[src/rtl/c2h_pkg.sv]
package c2h_pkg;

    // Mode slots, coordinate width and the fixed widths of the item fields
    localparam int MODE_SLOTS = 4;
    localparam int COORD_BITS = 32;
    localparam int OFF_W      = 8;
    localparam int BSIZE_W    = 8;
    localparam int ORDER_W    = 3;
    localparam int CNT_W      = 32;
    localparam int VALUE_W    = 32;
    localparam int STEP_W     = $clog2(COORD_BITS);

    // Stream payload widths
    localparam int S_TDATA_W = MODE_SLOTS * COORD_BITS + VALUE_W;
    localparam int M_TDATA_W = CNT_W + MODE_SLOTS * COORD_BITS
                               + MODE_SLOTS * OFF_W + VALUE_W + CNT_W;

    // Configuration port
    localparam int CFG_IDX_W  = 1;
    localparam int CFG_DATA_W = 8;
    localparam logic [CFG_IDX_W-1:0] CFG_TENSOR_ORDER = 1'b0;
    localparam logic [CFG_IDX_W-1:0] CFG_BLOCK_SIZE   = 1'b1;

    // Reset values of the configuration registers, the four-mode order code and the base mode count
    localparam logic [ORDER_W-1:0] ORDER_RESET  = 3'd3;
    localparam logic [ORDER_W-1:0] ORDER_FOUR   = 3'd4;
    localparam logic [BSIZE_W-1:0] BSIZE_RESET  = 8'd128;
    localparam int                 BASE_MODES   = 3;

    // Sequencer states
    typedef enum logic [2:0] {
        ST_IDLE  = 3'b001,
        ST_DIV   = 3'b010,
        ST_MERGE = 3'b100
    } t_state;

    // One divider lane's status and answer
    typedef struct packed {
        logic                  done;
        logic [COORD_BITS-1:0] quot;
        logic [OFF_W-1:0]      rem;
    } t_lane_out;

    // Merged result of one item (value travels separately)
    typedef struct packed {
        logic                                   new_block;
        logic [CNT_W-1:0]                       block_number;
        logic [MODE_SLOTS-1:0][COORD_BITS-1:0]  blk;
        logic [MODE_SLOTS-1:0][OFF_W-1:0]       off;
        logic [CNT_W-1:0]                       count;
    } t_result;

endpackage

[src/rtl/c2h_div_lane.sv]
module c2h_div_lane (
    input  logic                              i_clk,
    input  logic                              i_rst_n,
    input  logic                              i_start,
    input  logic [c2h_pkg::COORD_BITS-1:0]    i_dividend,
    input  logic [c2h_pkg::BSIZE_W-1:0]       i_divisor,
    output c2h_pkg::t_lane_out                o_res
);

    logic                               r_busy;
    logic                               r_done;
    logic [c2h_pkg::STEP_W-1:0]         r_cnt;
    logic [c2h_pkg::COORD_BITS-1:0]     r_work;
    logic [c2h_pkg::OFF_W-1:0]          r_rem;
    logic [c2h_pkg::BSIZE_W-1:0]        r_div;

    logic [c2h_pkg::OFF_W:0]            w_shifted;
    logic [c2h_pkg::OFF_W:0]            w_diff;
    logic                               w_ge;

    // One restoring step: bring down the next dividend bit, subtract if it fits
    assign w_shifted = {r_rem, r_work[c2h_pkg::COORD_BITS-1]};
    assign w_ge      = (w_shifted >= {1'b0, r_div});
    assign w_diff    = w_shifted - {1'b0, r_div};

    // Control: run one step per cycle, flag done after the last bit
    always_ff @(posedge i_clk) begin
        if (!i_rst_n) begin
            r_busy <= 1'b0;
            r_done <= 1'b0;
            r_cnt  <= '0;
        end else if (i_start) begin
            r_busy <= 1'b1;
            r_done <= 1'b0;
            r_cnt  <= '0;
        end else if (r_busy) begin
            r_cnt <= r_cnt + 1'b1;
            if (r_cnt == c2h_pkg::STEP_W'(c2h_pkg::COORD_BITS - 1)) begin
                r_busy <= 1'b0;
                r_done <= 1'b1;
            end
        end
    end

    // Datapath: quotient bits shift into the dividend register
    always_ff @(posedge i_clk) begin
        if (i_start) begin
            r_work <= i_dividend;
            r_rem  <= '0;
            r_div  <= i_divisor;
        end else if (r_busy) begin
            r_work <= {r_work[c2h_pkg::COORD_BITS-2:0], w_ge};
            r_rem  <= w_ge ? w_diff[c2h_pkg::OFF_W-1:0] : w_shifted[c2h_pkg::OFF_W-1:0];
        end
    end

    assign o_res.done = r_done;
    assign o_res.quot = r_work;
    assign o_res.rem  = r_rem;

endmodule

[src/rtl/c2h_merge.sv]
module c2h_merge (
    input  logic                                       i_clk,
    input  logic                                       i_rst_n,
    input  logic                                       i_fire,
    input  logic                                       i_first,
    input  logic                                       i_modes4,
    input  c2h_pkg::t_lane_out [c2h_pkg::MODE_SLOTS-1:0] i_lane,
    output c2h_pkg::t_result                           o_res
);

    logic [c2h_pkg::MODE_SLOTS-1:0][c2h_pkg::COORD_BITS-1:0] r_held;
    logic [c2h_pkg::MODE_SLOTS-1:0][c2h_pkg::COORD_BITS-1:0] n_held;
    logic                                                    r_open;
    logic [c2h_pkg::CNT_W-1:0]                               r_counter;
    logic [c2h_pkg::CNT_W-1:0]                               n_counter;
    logic [c2h_pkg::CNT_W-1:0]                               r_tally;
    logic [c2h_pkg::CNT_W-1:0]                               n_tally;

    logic [c2h_pkg::MODE_SLOTS-1:0][c2h_pkg::COORD_BITS-1:0] w_blk;
    logic [c2h_pkg::MODE_SLOTS-1:0][c2h_pkg::OFF_W-1:0]      w_off;
    logic [c2h_pkg::MODE_SLOTS-1:0]                          w_diff;
    logic                                                    w_start;
    logic                                                    w_opens;

    // Mask inactive modes and compare each lane with the held block
    always_comb begin
        for (int i = 0; i < c2h_pkg::MODE_SLOTS; i++) begin
            if (i < c2h_pkg::BASE_MODES || i_modes4) begin
                w_blk[i]  = i_lane[i].quot;
                w_off[i]  = i_lane[i].rem;
                w_diff[i] = (i_lane[i].quot != r_held[i]);
            end else begin
                w_blk[i]  = '0;
                w_off[i]  = '0;
                w_diff[i] = 1'b0;
            end
        end
    end

    assign w_start = i_first || !r_open;
    assign w_opens = w_start || (|w_diff);

    // Next block state
    always_comb begin
        n_held    = r_held;
        n_counter = r_counter;
        n_tally   = r_tally;
        if (w_opens) begin
            n_held    = w_blk;
            n_counter = w_start ? '0 : r_counter + 1'b1;
            n_tally   = c2h_pkg::CNT_W'(1);
        end else if (r_tally != '1) begin
            n_tally = r_tally + 1'b1;
        end
    end

    // Commit when the result is taken into the output register
    always_ff @(posedge i_clk) begin
        if (!i_rst_n) begin
            r_held    <= '0;
            r_open    <= 1'b0;
            r_counter <= '0;
            r_tally   <= '0;
        end else if (i_fire) begin
            r_held    <= n_held;
            r_open    <= 1'b1;
            r_counter <= n_counter;
            r_tally   <= n_tally;
        end
    end

    assign o_res.new_block    = w_opens;
    assign o_res.block_number = n_counter;
    assign o_res.blk          = n_held;
    assign o_res.off          = w_off;
    assign o_res.count        = n_tally;

endmodule

[src/rtl/coo_to_hicoo_blocker_unit.sv]
// Sparse tensor blocker: turns a sorted stream of 3- or 4-mode nonzeros into
// cubic blocks, one result item per input item.
// Input channel (i_s_*): coordinates and value in tdata, first-of-tensor flag
// in tuser. Output channel (o_m_*): block number, block coordinates, in-block
// offsets, value and per-block count in tdata, new-block flag in tuser.
// Config channel (i_cfg_*): index 0 = tensor order, index 1 = block size;
// always ready, write only while no item is in flight.
// Four divider lanes split the coordinates in parallel, one quotient bit per
// cycle; the item then passes to a merge step that compares against the held
// block and loads the output register. A new item is accepted only once the
// previous one has been merged and the sequencer is back in idle, so items
// never overlap in the lanes.
// The output register holds a finished item while the next one is already
// accepted and divided; if that item is still waiting when the next merge is
// due, the merge holds until the receiver takes it.
// Reset (synchronous, active low) restores order 3, block size 128, clears
// the held block, block counter and tally, and empties the output register.
module coo_to_hicoo_blocker_unit (
    input  logic                              i_clk,
    input  logic                              i_rst_n,
    // config write channel
    input  logic                              i_cfg_valid,
    output logic                              o_cfg_ready,
    input  logic [c2h_pkg::CFG_IDX_W-1:0]     i_cfg_index,
    input  logic [c2h_pkg::CFG_DATA_W-1:0]    i_cfg_data,
    // input stream
    input  logic                              i_s_tvalid,
    output logic                              o_s_tready,
    // coord_a[31:0], coord_b[63:32], coord_c[95:64], coord_d[127:96], nz_value[159:128]
    input  logic [c2h_pkg::S_TDATA_W-1:0]     i_s_tdata,
    // first_item[0]
    input  logic                              i_s_tuser,
    // output stream
    output logic                              o_m_tvalid,
    input  logic                              i_m_tready,
    // block_number[31:0], blk_a[63:32], blk_b[95:64], blk_c[127:96], blk_d[159:128],
    // off_a[167:160], off_b[175:168], off_c[183:176], off_d[191:184],
    // value_out[223:192], count_in_block[255:224]
    output logic [c2h_pkg::M_TDATA_W-1:0]     o_m_tdata,
    // new_block[0]
    output logic                              o_m_tuser
);

    c2h_pkg::t_state                                r_state;
    c2h_pkg::t_state                                n_state;
    logic [c2h_pkg::ORDER_W-1:0]                    r_order;
    logic [c2h_pkg::BSIZE_W-1:0]                    r_bsize;
    logic                                           r_first;
    logic [c2h_pkg::VALUE_W-1:0]                    r_value;
    logic                                           r_out_valid;
    c2h_pkg::t_result                               r_out;
    logic [c2h_pkg::VALUE_W-1:0]                    r_out_value;

    c2h_pkg::t_lane_out [c2h_pkg::MODE_SLOTS-1:0]   w_lane;
    logic [c2h_pkg::MODE_SLOTS-1:0]                 w_lane_done;
    c2h_pkg::t_result                               w_res;
    logic [c2h_pkg::BSIZE_W-1:0]                    w_divisor;
    logic                                           w_in_acc;
    logic                                           w_out_acc;
    logic                                           w_load;

    assign o_cfg_ready = 1'b1;
    assign o_s_tready  = (r_state == c2h_pkg::ST_IDLE);
    assign w_in_acc    = i_s_tvalid && o_s_tready;
    assign w_out_acc   = r_out_valid && i_m_tready;
    assign w_load      = (r_state == c2h_pkg::ST_MERGE) && (!r_out_valid || i_m_tready);
    assign w_divisor   = (r_bsize == '0) ? c2h_pkg::BSIZE_W'(1) : r_bsize;

    // Configuration registers
    always_ff @(posedge i_clk) begin
        if (!i_rst_n) begin
            r_order <= c2h_pkg::ORDER_RESET;
            r_bsize <= c2h_pkg::BSIZE_RESET;
        end else if (i_cfg_valid && o_cfg_ready) begin
            case (i_cfg_index)
                c2h_pkg::CFG_TENSOR_ORDER: r_order <= i_cfg_data[c2h_pkg::ORDER_W-1:0];
                c2h_pkg::CFG_BLOCK_SIZE:   r_bsize <= i_cfg_data;
                default: ;
            endcase
        end
    end

    // Divider lanes, one per mode
    for (genvar g = 0; g < c2h_pkg::MODE_SLOTS; g++) begin : g_lane
        c2h_div_lane u_lane (
            .i_clk      (i_clk),
            .i_rst_n    (i_rst_n),
            .i_start    (w_in_acc),
            .i_dividend (i_s_tdata[g*c2h_pkg::COORD_BITS +: c2h_pkg::COORD_BITS]),
            .i_divisor  (w_divisor),
            .o_res      (w_lane[g])
        );
        assign w_lane_done[g] = w_lane[g].done;
    end

    // Merge lanes against the held block
    c2h_merge u_merge (
        .i_clk    (i_clk),
        .i_rst_n  (i_rst_n),
        .i_fire   (w_load),
        .i_first  (r_first),
        .i_modes4 (r_order == c2h_pkg::ORDER_FOUR),
        .i_lane   (w_lane),
        .o_res    (w_res)
    );

    // Sequencer
    always_comb begin
        n_state = r_state;
        case (r_state)
            c2h_pkg::ST_IDLE:  if (w_in_acc) n_state = c2h_pkg::ST_DIV;
            c2h_pkg::ST_DIV:   if (&w_lane_done) n_state = c2h_pkg::ST_MERGE;
            c2h_pkg::ST_MERGE: if (w_load) n_state = c2h_pkg::ST_IDLE;
            default:           n_state = c2h_pkg::ST_IDLE;
        endcase
    end

    always_ff @(posedge i_clk) begin
        if (!i_rst_n) begin
            r_state <= c2h_pkg::ST_IDLE;
        end else begin
            r_state <= n_state;
        end
    end

    // Capture the flag and value of the accepted item
    always_ff @(posedge i_clk) begin
        if (w_in_acc) begin
            r_first <= i_s_tuser;
            r_value <= i_s_tdata[c2h_pkg::MODE_SLOTS*c2h_pkg::COORD_BITS +: c2h_pkg::VALUE_W];
        end
    end

    // Output register: load on merge, drop when taken
    always_ff @(posedge i_clk) begin
        if (!i_rst_n) begin
            r_out_valid <= 1'b0;
        end else if (w_load) begin
            r_out_valid <= 1'b1;
        end else if (w_out_acc) begin
            r_out_valid <= 1'b0;
        end
    end

    always_ff @(posedge i_clk) begin
        if (w_load) begin
            r_out       <= w_res;
            r_out_value <= r_value;
        end
    end

    assign o_m_tvalid = r_out_valid;
    assign o_m_tuser  = r_out.new_block;
    assign o_m_tdata  = {r_out.count, r_out_value,
                         r_out.off[3], r_out.off[2], r_out.off[1], r_out.off[0],
                         r_out.blk[3], r_out.blk[2], r_out.blk[1], r_out.blk[0],
                         r_out.block_number};

    // An accepted item always enters the lanes next
    a_acc_div: assert property (@(posedge i_clk) disable iff (!i_rst_n)
        w_in_acc |=> (r_state == c2h_pkg::ST_DIV))
        else $error("accepted item did not start division");

    // Lanes run in lockstep
    a_lockstep: assert property (@(posedge i_clk) disable iff (!i_rst_n)
        (r_state == c2h_pkg::ST_DIV) |-> (w_lane_done == '0 || w_lane_done == '1))
        else $error("divider lanes out of step");

    // A first item restarts block numbering
    a_first_zero: assert property (@(posedge i_clk) disable iff (!i_rst_n)
        (w_load && r_first) |=> (r_out.block_number == '0 && r_out.new_block))
        else $error("first item did not restart block number");

    // A new block always starts its count at one
    a_new_count: assert property (@(posedge i_clk) disable iff (!i_rst_n)
        (r_out_valid && r_out.new_block) |-> (r_out.count == c2h_pkg::CNT_W'(1)))
        else $error("new block count not one");

endmodule
[config.mk]
export PLATFORM = sky130hd
export DESIGN_NAME = coo_to_hicoo_blocker_unit
export DESIGN_NICKNAME = d
export VERILOG_FILES = /design/src/rtl/c2h_pkg.sv /design/src/rtl/c2h_div_lane.sv /design/src/rtl/c2h_merge.sv /design/src/rtl/coo_to_hicoo_blocker_unit.sv
export SDC_FILE = /design/constraint.sdc
export NUM_CORES = 1
export LEC_CHECK = 0
export BUFFER_PORTS_ARGS = -buffer_cell sky130_fd_sc_hd__buf_4
export CORE_MARGIN = 2
export CORE_UTILIZATION = 64
export CTS_BUF_LIST = sky130_fd_sc_hd__clkbuf_8
export CTS_CLUSTER_DIAMETER = 50
export CTS_CLUSTER_SIZE = 25
export DETAILED_ROUTE_END_ITERATION = 12
export GPL_TIMING_DRIVEN = 0
export HOLD_SLACK_MARGIN = 0.08
export PLACE_DENSITY = 0.83
export SYNTH_ARGS = -nofsm -noshare
export SYNTH_HDL_FRONTEND = slang
export SYNTH_HIERARCHICAL = 1
export SYNTH_SLANG_ARGS = --single-unit
[constraint.sdc]
create_clock -name i_clk -period 27.4 [get_ports i_clk]
set_clock_uncertainty 0.2 [all_clocks]
set_input_delay 6.85 -clock i_clk [delete_from_list [all_inputs] [get_ports i_clk]]
set_output_delay 6.85 -clock i_clk [all_outputs]
set_load 0.02 [all_outputs]
**Yosys cells after proc, flatten, opt, wreduce, memory -nomap -nowiden**

Index checks and enable logic that the tools add are counted.

- Add/sub/neg operators: 10
- Order comparisons: 4
- Equality and inequality tests: 16
- Mux-type cells: 37
- Bitwise gates (word level): 2
- Reduce and logical (&&, ||, !) cells: 24

Operator list:

| kind | number |
|---|---|
| $mux W32 | 13 |
| $mux W128 | 1 |
| $ne A32 B32 Y1 | 4 |
| $add A32 B1 Y32 const B | 2 |
| $ge A9 B8 Y1 | 4 |
| $mux W8 | 4 |
| $ne A32 B32 Y1 const B | 1 |
| $sub A8 B8 Y8 | 4 |
| $add A5 B1 Y5 const B | 4 |
| $eq A5 B5 Y1 const B | 4 |
| $mux W1 | 15 |
| $reduce_and A2 Y1 | 6 |
| $reduce_bool A2 Y1 | 5 |
| $mux W3 | 3 |
| $pmux W3 S3 | 1 |
| $logic_not A8 Y1 | 1 |
| $eq A3 B3 Y1 const B | 2 |
| $ne A2 B1 Y1 const B | 2 |
| $reduce_and A4 Y1 | 1 |
| $reduce_or A4 Y1 | 1 |
| $eq A3 B1 Y1 const B | 1 |
| $eq A3 B2 Y1 const B | 1 |
| $logic_and A1 B1 Y1 | 3 |
| $logic_or A1 B1 Y1 | 3 |
| 5 further kinds | 7 |

- Register bits: 694
- Output and inout bits: 260
- Word-level logic and storage cells: 139

**Longest topological paths before layout**

- Depth after elaboration: 5
- Mapped depth: 11
- Mapped depth without buffers: 9

**Cells and area by module**

The synthesis kept the hierarchy.

Modules (own cells, without submodules):

| module | times used | cells an instance | area an instance (um^2) |
|---|---|---|---|
| c2h_merge | 1 | 1527 | 11750.0 |
| coo_to_hicoo_blocker_unit | 1 | 371 | 9395.3 |
| c2h_div_lane at g_lane[1].u_lane ... | 3 | 215 | 2678.8 |
| c2h_div_lane at g_lane[0].u_lane | 1 | 218 | 2706.3 |

**Worst setup path after synthesis**

No wires, ideal clock.

- Path kind: in2reg
- Start point: input i_m_tready
- End point: register u_merge/r_held[3] (netlist bit)
- Setup time: 128 ps
- Data arrival time: 19821 ps
- Slack: 7251 ps
- Cell stages on the path: 7
- Path buffers: 3
- Cell sequence: nand2b_1 nor2b_1 clkbuf_1 clkbuf_1 buf_1 mux2i_1 nor2_1

- Longest elaborated chain between the ends: 2

RTL lines:

| element | line | RTL |
|---|---|---|
| start: declaration | coo_to_hicoo_blocker_unit.sv:35 | `input logic i_m_tready,` |
| $logic_or A1 B1 Y1 | coo_to_hicoo_blocker_unit.sv:66 | `assign w_load = (r_state == c2h_pkg::ST_MERGE) && (!r_out_valid \|\| i_m_tready);` |
| $logic_and A1 B1 Y1 | coo_to_hicoo_blocker_unit.sv:66 |  |
| net w_load | coo_to_hicoo_blocker_unit.sv:60 | `logic w_load;` |
| end signal: assignment | c2h_merge.sv:65 | `r_held <= n_held;` |
| end: declaration | c2h_merge.sv:11 | `logic [c2h_pkg::MODE_SLOTS-1:0][c2h_pkg::COORD_BITS-1:0] r_held;` |

The timed path passes the listed nets, and every way through them passes these cells.
A chain may end at the register's enable or synchronous reset.

**Worst setup path in the final report**

- Start point: input i_m_tready
- End point: register u_merge/r_tally[9] (netlist bit)

- Longest elaborated chain between the ends: 2

RTL lines:

| element | line | RTL |
|---|---|---|
| $logic_or A1 B1 Y1 | coo_to_hicoo_blocker_unit.sv:66 |  |
| $logic_and A1 B1 Y1 | coo_to_hicoo_blocker_unit.sv:66 |  |
| net w_load | coo_to_hicoo_blocker_unit.sv:60 |  |
| end signal: assignment | c2h_merge.sv:68 | `r_tally <= n_tally;` |
| end: declaration | c2h_merge.sv:16 | `logic [c2h_pkg::CNT_W-1:0] r_tally;` |

The timed path passes the listed nets, and every way through them passes these cells.

==> metrics <==
status=complete, no violations; H-Tree Depth=2; metal3 WL=7.24 mm; max layer used=met4; placer congestion estimate=0.933; Skew-Pair Late Insertion Delay=0.73 ns; Layout area overhead=17.9%; min Tclk post-route=10.51 ns; RSZ-0062 raised after global routing=no; crit path DAT=10.91 ns; fin cells=3980; final hold slack=0.223 ns; Nets=3485; Seq/Total Area, Yosys=59.2%; maximum vdd drop=0.0641 mV; Die X=227 um; routed vias=24.2k; layout cells sized above 1=22.8%; # resized after CTS=0; Syn. warnings=6; endpoints failing setup=0; slew margin rel.=12.2%; final period utilization=38.3%; detailed-routing wirelength on met1=35.4 mm; Internal Power=0.00164 W; CTS max path bufs=3; Max Clock Freq=95.2 MHz; routed wl met2=43.6 mm; Synth Area per Inst=11.5 sq um; Synth Register Bits=718; clock share of power=29.7%; Worst Path Required=27.80 ns; CTS sink count=718; Worst Path Max Fanout=37; final antenna-violating net count=0; WS Path Type=in -> reg; Core ar.=0.0491 sq mm; IO Pins=435; Top FF cell, synth=edfxtp_1; max cap viols=0; GRT overflow=0; Post-Synthesis Cells=2761; switching share of power=28.4%; Clock Pin Slew Worst Setup and Hold Paths=0.12 ns; final wirelength=90.0 mm; final design instance area without fill=0.0376 sq mm; die area=0.0516 sq mm; DP Wirelength=67.2 mm; Post-Route Setup TNS=0 ns; DR DRC count=0; cell row count=81; Num CTS Buffers=57; cell area after synthesis=0.0319 sq mm; drt via density=6.08; Hold WC Path Type=reg -> reg; initial core utilization=65.0%; CTS tree=done; Post-CTS Setup Inserts=0; Reg power frac=56.0%; Placed Cells=3869; number of enable flip-flop cells after synthesis=450; CP Launch Type=input port; global-route wire length before repair=135 mm; Starting DRT DRC Count=2473; P_leak=13.4 nW; buffers added on ports=431; post-synth net total=2982; largest net degree at the start of global routing=40; die outline height=227 um; vias in the first global route=23.6k; fillers=3244; Cell Area, Placed=0.0362 sq mm; Final Max Slew Viols=0; endpoint type of the worst setup path=flop; worst-margin pin slew=1.32 ns; area taken by multi-input logic gates=0.0116 sq mm; Global Route Usage Sum=34.5%; Pwr Density=61.0 mW/mm^2; number of antenna violations at the first check in global routing=3; Routed WL per cell=22.6 um; FF/Latch Area=0.0189 sq mm; Fin. Hold Viols=0; Hold Buf Count CTS=0; TritonRoute pass-1 iters=6; Comb pwr share=14.3%; count of different cell masters after synthesis=86; clk root buf=clkbuf_8; Synth async-reset ratio=0%; Psw=0.000652 W
==> sequential cells by signal (all words and copies together), names as in the netlist <==
signal,flops
r_bsize,8
r_value,32
r_state,3
u_merge/r_tally,32
u_merge/r_open,1
o_m_tuser,1
g_lane.u_lane/r_done,4
g_lane.u_lane/r_busy,4
g_lane.u_lane/r_cnt,20
o_m_tvalid,1
g_lane.u_lane/r_work,128
r_out_value,32
u_merge/r_counter,32
r_first,1
g_lane.u_lane/r_div,32
o_m_tdata,224
g_lane.u_lane/r_rem,32
u_merge/r_held,128
r_order,3
==> per-layer routing <==
| metal | track usage, % | up-vias |
|---|---|---|
| met3 | 6.48 | 226 |
| met4 | 13.9 | 0 |
| met1 | 44.9 | 11800 |
| met2 | 57.3 | 1167 |
| met5 | 0 | - |
| li1 | - | 11000 |
==> final cells by class <==
class / instances / area share (%)
Multi-Input combinational cell: 1698 / 30.8
Tap cell: 664 / 2.21
Clock buffer: 62 / 2.27
Buffer: 266 / 3.11
Timing Repair Buffer: 444 / 9.21
Inverter: 79 / 0.789
Sequential cell: 718 / 50.2
Antenna cell: 3 / 0.0200
Clock inverter: 46 / 1.42
==> cell usage in the layout (no fill, tap or decap), types with 45 or more instances in the layout <==
master,count
xor2_1,80
o21ai_0,128
dfxtp_1,268
inv_1,84
nor2_1,239
mux2_2,126
clkbuf_1,184
a21oi_1,69
edfxtp_1,450
nand4_1,45
o31ai_1,60
xnor2_1,80
clkbuf_8,62
buf_4,463
nand3_1,104
nand2_1,164
mux2i_1,108
==> critical path: stages <==
cell,delay (ns)
buf_4,0.07
nand2b_1,0.17
nor2b_4,0.61
buf_12,0.28
buf_12,0.24
buf_12,0.24
clkbuf_1,0.44
clkbuf_1,0.45
clkbuf_1,0.65
nand2_1,0.45
o41ai_1,0.40
==> power by group through the flow <==
| stage | clock network, W | logic [W] | registers, W |
|---|---|---|---|
| floorplan | 0 | 0.000230 | 0.00128 |
| global placement | 0 | 0.000307 | 0.00130 |
| detailed placement | 0 | 0.000319 | 0.00131 |
| CTS | 0.000689 | 0.000323 | 0.00128 |
| global route | 0.000726 | 0.000356 | 0.00129 |
| finish | 0.000681 | 0.000327 | 0.00128 |
==> kinds of logic (layout without fill, tap and decap cells) <==
| group | count (synthesis) | in the layout | share of synthesized area [%] |
|---|---|---|---|
| simple gates | 845 | 845 | 13.6 |
| xor+xnor | 160 | 160 | 4.39 |
| compound gates | 412 | 412 | 8.44 |
| buf+inv | 345 | 897 | 4.59 |
| fa+ha+maj | 46 | 46 | 1.90 |
| mux | 234 | 234 | 7.84 |
| flops | 718 | 718 | 59.2 |
| other cells | 1 | 4 | 0.0118 |
==> stage by stage <==
step           setup WS [ns]  total power [W]  utilization [%]
3_5_place_dp           16.25          0.00163             73.8
2_1_floorplan           7.25          0.00151                -
4_1_cts                17.02          0.00229             76.6
5_1_grt                16.69          0.00237             76.7
6_report               16.89          0.00229             76.7
3_3_place_gp            2.02          0.00161             73.3
==> synthesized netlist by cell type (7+ instances only) <==
cell | n | share of area, %
a21boi_0 | 7 | 0.16
nand4_1 | 45 | 0.88
mux2_2 | 126 | 4.4
ha_1 | 42 | 1.6
nand3b_1 | 18 | 0.42
edfxtp_1 | 450 | 42
a21o_1 | 15 | 0.35
nand2b_1 | 41 | 0.80
and4_1 | 7 | 0.19
nor3b_1 | 8 | 0.19
and3_1 | 23 | 0.45
a2111oi_0 | 7 | 0.19
nor4_1 | 25 | 0.49
xnor2_1 | 80 | 2.2
nor3_1 | 17 | 0.27
o31ai_1 | 60 | 1.4
buf_1 | 20 | 0.24
o21ai_1 | 9 | 0.14
a31oi_1 | 11 | 0.22
nor2_1 | 239 | 2.8
buf_2 | 26 | 0.41
o21a_1 | 8 | 0.19
buf_4 | 32 | 0.75
nand3_1 | 104 | 1.6
clkbuf_1 | 184 | 2.2
dfxtp_1 | 268 | 17
nand2_1 | 165 | 1.9
mux2i_1 | 108 | 3.4
nor2b_1 | 29 | 0.57
and2_1 | 24 | 0.47
o21ai_0 | 128 | 2.0
a21oi_1 | 69 | 1.1
o211ai_1 | 9 | 0.21
o41ai_1 | 13 | 0.36
inv_1 | 79 | 0.93
or4_1 | 37 | 0.87
or3_1 | 20 | 0.39
xor2_1 | 80 | 2.2
a311oi_1 | 16 | 0.44
or3b_1 | 7 | 0.19
==> path summary, 6_finish.rpt <==
kind	slack [ns]	end	startpoint	depth (start not counted)
max reg2reg	22.36	o_m_tdata[3]	g_lane[1].u_lane/r_work[10]	10
min reg2reg	0.22	r_out_value[22]	r_value[22]	0
max	16.89	u_merge/r_tally[9]	i_m_tready	11
min	0.22	r_out_value[22]	r_value[22]	0
Power figures use the tool's default switching activity.
